## src/hdl/assert_macros.svh

```systemverilog
// assertion helpers used by mode7_floor_texel_address
// expects clk and rst_n in the scope of the module that uses them
`ifndef ASSERT_MACROS_SVH
`define ASSERT_MACROS_SVH

// implication checked in the same cycle
`define M7_ASSERT_IMP(label, ante, cons, msg) \
    label: assert property (@(posedge clk) disable iff (!rst_n) (ante) |-> (cons)) \
        else $error(msg);

// plain condition checked on every clock edge out of reset
`define M7_ASSERT_ALWAYS(label, cond, msg) \
    label: assert property (@(posedge clk) disable iff (!rst_n) (cond)) \
        else $error(msg);

`endif

```

## src/hdl/m7fta_div.sv

```systemverilog
// pipelined restoring divider, one quotient bit per stage, with side payload
// no package dependency; instantiated by mode7_floor_texel_address
`timescale 1ns / 1ps

module m7fta_div #(
    parameter int NW = 20,
    parameter int DW = 10,
    parameter int SW = 1
) (
    input  logic          clk,
    input  logic          rst_n,
    input  logic          en,
    input  logic          in_valid,
    input  logic [NW-1:0] num,
    input  logic [DW-1:0] den,
    input  logic [SW-1:0] side,
    output logic          out_valid,
    output logic [NW-1:0] quo,
    output logic [SW-1:0] side_out
);

    logic          vld_reg  [NW];
    logic [DW-1:0] rem_reg  [NW];
    logic [NW-1:0] num_reg  [NW];
    logic [NW-1:0] quo_reg  [NW];
    logic [DW-1:0] den_reg  [NW];
    logic [SW-1:0] side_reg [NW];

    for (genvar k = 0; k < NW; k++) begin : g_stage
        logic          vld_prev;
        logic [DW-1:0] rem_prev;
        logic [NW-1:0] num_prev;
        logic [NW-1:0] quo_prev;
        logic [DW-1:0] den_prev;
        logic [SW-1:0] side_prev;
        logic [DW:0]   trial;
        logic [DW:0]   diff;
        logic          ge;

        // previous stage or the divider inputs
        if (k == 0) begin : g_first
            assign vld_prev  = in_valid;
            assign rem_prev  = '0;
            assign num_prev  = num;
            assign quo_prev  = '0;
            assign den_prev  = den;
            assign side_prev = side;
        end else begin : g_next
            assign vld_prev  = vld_reg[k-1];
            assign rem_prev  = rem_reg[k-1];
            assign num_prev  = num_reg[k-1];
            assign quo_prev  = quo_reg[k-1];
            assign den_prev  = den_reg[k-1];
            assign side_prev = side_reg[k-1];
        end

        // trial subtract of the next numerator bit
        assign trial = {rem_prev, num_prev[NW-1]};
        assign diff  = trial - {1'b0, den_prev};
        assign ge    = (trial >= {1'b0, den_prev});

        // valid bit
        always_ff @(posedge clk or negedge rst_n)
        begin
            if (!rst_n)
                vld_reg[k] <= 1'b0;
            else if (en)
                vld_reg[k] <= vld_prev;
        end

        // stage payload
        always_ff @(posedge clk)
        begin
            if (en)
            begin
                rem_reg[k]  <= ge ? diff[DW-1:0] : trial[DW-1:0];
                num_reg[k]  <= num_prev << 1;
                quo_reg[k]  <= {quo_prev[NW-2:0], ge};
                den_reg[k]  <= den_prev;
                side_reg[k] <= side_prev;
            end
        end
    end

    assign out_valid = vld_reg[NW-1];
    assign quo       = quo_reg[NW-1];
    assign side_out  = side_reg[NW-1];

endmodule

```

## config.mk

```make
export PLATFORM = sky130hd
export DESIGN_NAME = m7fta_div
export DESIGN_NICKNAME = d
export VERILOG_FILES = /design/src/hdl/assert_macros.svh /design/src/hdl/m7fta_div.sv
export SDC_FILE = /design/constraint.sdc
export NUM_CORES = 1
export LEC_CHECK = 0
export ABC_CLOCK_PERIOD_IN_PS = 2980
export BUFFER_PORTS_ARGS = -buffer_cell sky130_fd_sc_hd__buf_2
export CAP_MARGIN = 30
export CORE_ASPECT_RATIO = 1.1
export CORE_MARGIN = 2
export CORE_UTILIZATION = 45
export CTS_CLUSTER_DIAMETER = 120
export DETAILED_ROUTE_END_ITERATION = 16
export SETUP_SLACK_MARGIN = 0.05
export SLEW_MARGIN = 30
export SYNTH_ARGS = -nofsm -noshare
export SYNTH_HDL_FRONTEND = slang
export SYNTH_SLANG_ARGS = --single-unit
export TNS_END_PERCENT = 1
```

## constraint.sdc

```tcl
create_clock -name clk -period 2.98 [get_ports clk]
set_input_delay 0 -clock clk [delete_from_list [all_inputs] [get_ports clk]]
set_output_delay 0 -clock clk [all_outputs]
set_load 0.005 [all_outputs]
```

==> flow_metrics.tcl <==
set metrics [dict create \
    synth_sequential_area_ratio_pct 70.0 \
    synth.net_count 2625 \
    setup-tns-final_ps 0 \
    critical_path.startpoint "rem_reg[0][0]" \
    crit_path_max_fanout 11 \
    final-hold-violation-count 0 \
    first_global_vias 19200 \
    ys.warnings.count 0 \
    cp-start-kind "flop" \
    number_of_vias_in_the_routed_layout 18800 \
    insertedDiodeCount 0 \
    global_route.usage.total_pct 14.5 \
    critical_path.cell_chain "ha_1, nor2b_1, o31a_1, o21a_1, a41oi_1, o21ai_1, a211o_2, mux2_4" \
    worst_slew_pin_slew_ps 604 \
    standard_cell_row_count 107 \
    cp_max_stage_cell "sky130_fd_sc_hd__a211o_2" \
    reg2reg_from "rem_reg[0][0]" \
    final_period_minus_worst_setup_slack_ps 2810 \
    post-cts-setup-buffers 0 \
    dieArea_mm2 0.0801 \
    critPathKind "reg -> reg" \
    grt_first_pass_wirelength_mm 94.4 \
    antenna_found_initial 0 \
    clock_sink_count 820 \
    worst-r2r-cell-count 8 \
    synth_cells 2380 \
    first_pass_iters 5 \
    cp.buffers_inverters 0 \
    holdPathStages 2 \
    die_h_um 297 \
    drc 0 \
    synth-edff-count 800 \
    nNetsFinal 2820 \
    power-per-cell-area_mw_per_mm2 940 \
    clock_latency_ps 630 \
    htree_num_levels 3 \
    initial_util_pct 45.4 \
    grt_start_max_net_pins 106 \
    drive_above_1_share_pct 12.1 \
    finalCritPeriodShare_pct 94.4 \
    max_cap_viol_count 0 \
    run_status "complete, no violations" \
    grt_setup_unrepaired "false" \
    final-max-slew-violation-count 0 \
    fp.coreArea_mm2 0.0772 \
    r2r_slack_ps 170 \
    synth.area.top_cells "sky130_fd_sc_hd__edfxtp_1 (69%), sky130_fd_sc_hd__ha_1 (6.9%), sky130_fd_sc_hd__mux2_2 (2.8%)" \
    multiInputGateArea_mm2 0.00951 \
    worstPathRequired_ps 3360 \
    postSynth.asyncResetShare_pct 2.44 \
    timing.critical_path.arrival_ps 3190 \
    tritoncts "done" \
    critical_path_end_type "flop" \
    ys.flop_type "sky130_fd_sc_hd__edfxtp_1" \
    vdd_drop_max_v 0.000452 \
    finalSetupViolations 0 \
    grt-ovfl-total 0 \
    drt-total-wl_mm 57.7 \
    slew_headroom_pct 59.7 \
    io_buffer_count 56 \
    hp-class "in -> reg" \
    chipWidth_um 270 \
    synth_area_mm2 0.0350 \
    timing.clock.skew_ps 20.9 \
    cts-buffers-inserted 86 \
    drt_first_iter_violations 1138 \
    drt-wirelength-per-cell_um 15.7 \
    clk_transition_reported_paths_ps 60 \
    ant_nets 0 \
    ctsLongestPathBuffers 3 \
    flow.area_growth_from_synthesis_pct 13.9 \
    yosys.area.top_type_share_pct 68.6 \
    logic_depth_of_the_worst_path_buffers_included 8 \
    critical_path.max_stage_delay_ps 480 \
    largest_register_ff_count 210 \
    hold_path.startpoint "side" \
    leakage_power_of_the_design_nw 15.3 \
    maxClockFrequency_mhz 356 \
    kind_of_cell_adding_the_most_delay_to_the_critical_path "compound AO/OA/AOI/OAI gates" \
    post-route-util_pct 51.7 \
    area.sequential_mm2 0.0245 \
    viasPerCell 5.12 \
    post_synth_num_cell_types 49 \
    n_fill_cell 6406 \
    r2r_end "rem_reg[0][14]" \
    boundaryPins 57 \
    worst_hold_path.endpoint "side_reg[0][0]" \
    area_leader_netlist "sky130_fd_sc_hd__edfxtp_1" \
    synth-seq-cells 820 \
    post_synth.cell_area_avg_um2 14.7 \
    cts.root.buffer_cell "sky130_fd_sc_hd__clkbuf_16" \
    post-dp-hpwl_mm 39.4 \
    gp_congestion 0.863 \
]
## power by group
| part | switching (mW) | total [mW] | internal [mW] |
|---|---|---|---|
| sequential | 1.03 | 16.6 | 15.6 |
| combinational | 5.99 | 11.1 | 5.09 |
| clock | 4.18 | 9.85 | 5.67 |
## worst max-delay path by stage
stage                     slack [ps]              to
after CTS                         80  rem_reg[0][15]
after detailed placement         100  rem_reg[0][17]
after floorplan                  400  rem_reg[0][11]
after global routing              70  rem_reg[3][11]
final                            170  rem_reg[0][14]
after global placement           160  rem_reg[0][11]
## logic make-up after synthesis
kind of cell / Yosys count / share of synthesized area [%]
muxes: 103 / 3.37
buffers and inverters: 262 / 2.86
and+or+nand+nor: 403 / 5.23
AOI/OAI and AO/OA: 465 / 7.74
DFF: 820 / 70.0
adders and majority gates: 210 / 7.88
xor gates and xnor gates: 117 / 2.92
## placed cells by master (no fill, tap or decap), types with 8 or more instances in the layout
cell,count
sky130_fd_sc_hd__inv_1,232
sky130_fd_sc_hd__o21ai_0,123
sky130_fd_sc_hd__o21a_1,8
sky130_fd_sc_hd__buf_4,32
sky130_fd_sc_hd__a31oi_1,18
sky130_fd_sc_hd__a211oi_1,22
sky130_fd_sc_hd__xnor2_1,74
sky130_fd_sc_hd__nor2b_1,19
sky130_fd_sc_hd__buf_12,13
sky130_fd_sc_hd__nand4_1,15
sky130_fd_sc_hd__nand2b_1,19
sky130_fd_sc_hd__a211o_1,16
sky130_fd_sc_hd__o31ai_1,8
sky130_fd_sc_hd__ha_1,192
sky130_fd_sc_hd__clkinv_1,17
sky130_fd_sc_hd__nor2_1,151
sky130_fd_sc_hd__nand2_1,115
sky130_fd_sc_hd__buf_2,56
sky130_fd_sc_hd__edfxtp_1,800
sky130_fd_sc_hd__xor2_1,43
sky130_fd_sc_hd__nor3_1,25
sky130_fd_sc_hd__a21oi_1,189
sky130_fd_sc_hd__mux2_2,88
sky130_fd_sc_hd__mux2_4,8
sky130_fd_sc_hd__a21o_1,38
sky130_fd_sc_hd__dlygate4sd3_1,35
sky130_fd_sc_hd__clkbuf_16,88
sky130_fd_sc_hd__o211ai_1,9
sky130_fd_sc_hd__nand3_1,22
sky130_fd_sc_hd__clkbuf_1,27
sky130_fd_sc_hd__fa_1,18
sky130_fd_sc_hd__dfrtp_1,20
## timing repair
item                                    in CTS  in global routing
hold buffers                                35                  1
hold endpoints to repair                   101                 20
gates resized for setup                      0                  1
endpoints found under the setup margin       0                  9
## cells in the mapped netlist, drive strengths merged, types with 2 or more instances
| library cell | instances |
|---|---|
| nand2b | 19 |
| a31o | 6 |
| a211o | 17 |
| nor4 | 3 |
| edfxtp | 800 |
| and3 | 6 |
| nor2b | 19 |
| a21oi | 189 |
| o211ai | 9 |
| inv | 232 |
| ha | 192 |
| o31a | 2 |
| nor2 | 151 |
| o2111ai | 2 |
| dfrtp | 20 |
| a2bb2oi | 5 |
| xnor2 | 74 |
| o21a | 8 |
| xor2 | 43 |
| or4 | 7 |
| mux2 | 96 |
| o21bai | 7 |
| mux2i | 7 |
| a211oi | 22 |
| nor3 | 25 |
| a21boi | 2 |
| and2 | 7 |
| clkbuf | 18 |
| a21o | 38 |
| buf | 12 |
| nand4 | 15 |
| a31oi | 18 |
| or2 | 2 |
| o31ai | 8 |
| fa | 18 |
| nor3b | 2 |
| nand3 | 22 |
| or3b | 7 |
| nand2 | 115 |
| o21ai | 130 |
## worst register-to-register path, delay by kind of cell (launching register included)
| family | cells | cell delay (ps) |
|---|---|---|
| adders and majority gates | 1 | 340 |
| and+or+nand+nor | 1 | 150 |
| muxes | 1 | 340 |
| DFF | 1 | 450 |
| AOI/OAI and AO/OA | 5 | 1260 |
## per-stage QoR
step | std cells | worst slack [ps] | hold slack [ps] | total power, mW | area, µm²
6_report | 3672 | 167 | 77.7 | 37.5 | 39900
5_1_grt | 3672 | 74.9 | 64.2 | 39.9 | 39900
4_1_cts | 3671 | 81.6 | 31.2 | 37.9 | 39900
3_5_place_dp | 3486 | 104 | -33.8 | 27.8 | 37000
3_3_place_gp | 3486 | 160 | -42.3 | 27.3 | 37000
2_1_floorplan | 2380 | 400 | -296 | 24.8 | 35000
## per-layer routing
metal / track usage [%] / up-vias / wire length (µm)
li1: - / 9205 / -
met2: 26.8 / 309 / 30000
met4: 6.78 / 0 / 2110
met3: 2.53 / 141 / 2040
met1: 16.3 / 9133 / 23500
met5: 0 / - / 0
## final cells by class
cell class	instances	share of cell area, %
clock buffers	115	5.77
clock inverters	35	0.661
inverters	232	2.18
multi-input cells	1298	23.8
flip-flops and latches	820	61.4
well taps	1035	3.24
repair buffers	137	2.87
No activity file was read; power rests on OpenSTA's default activity.
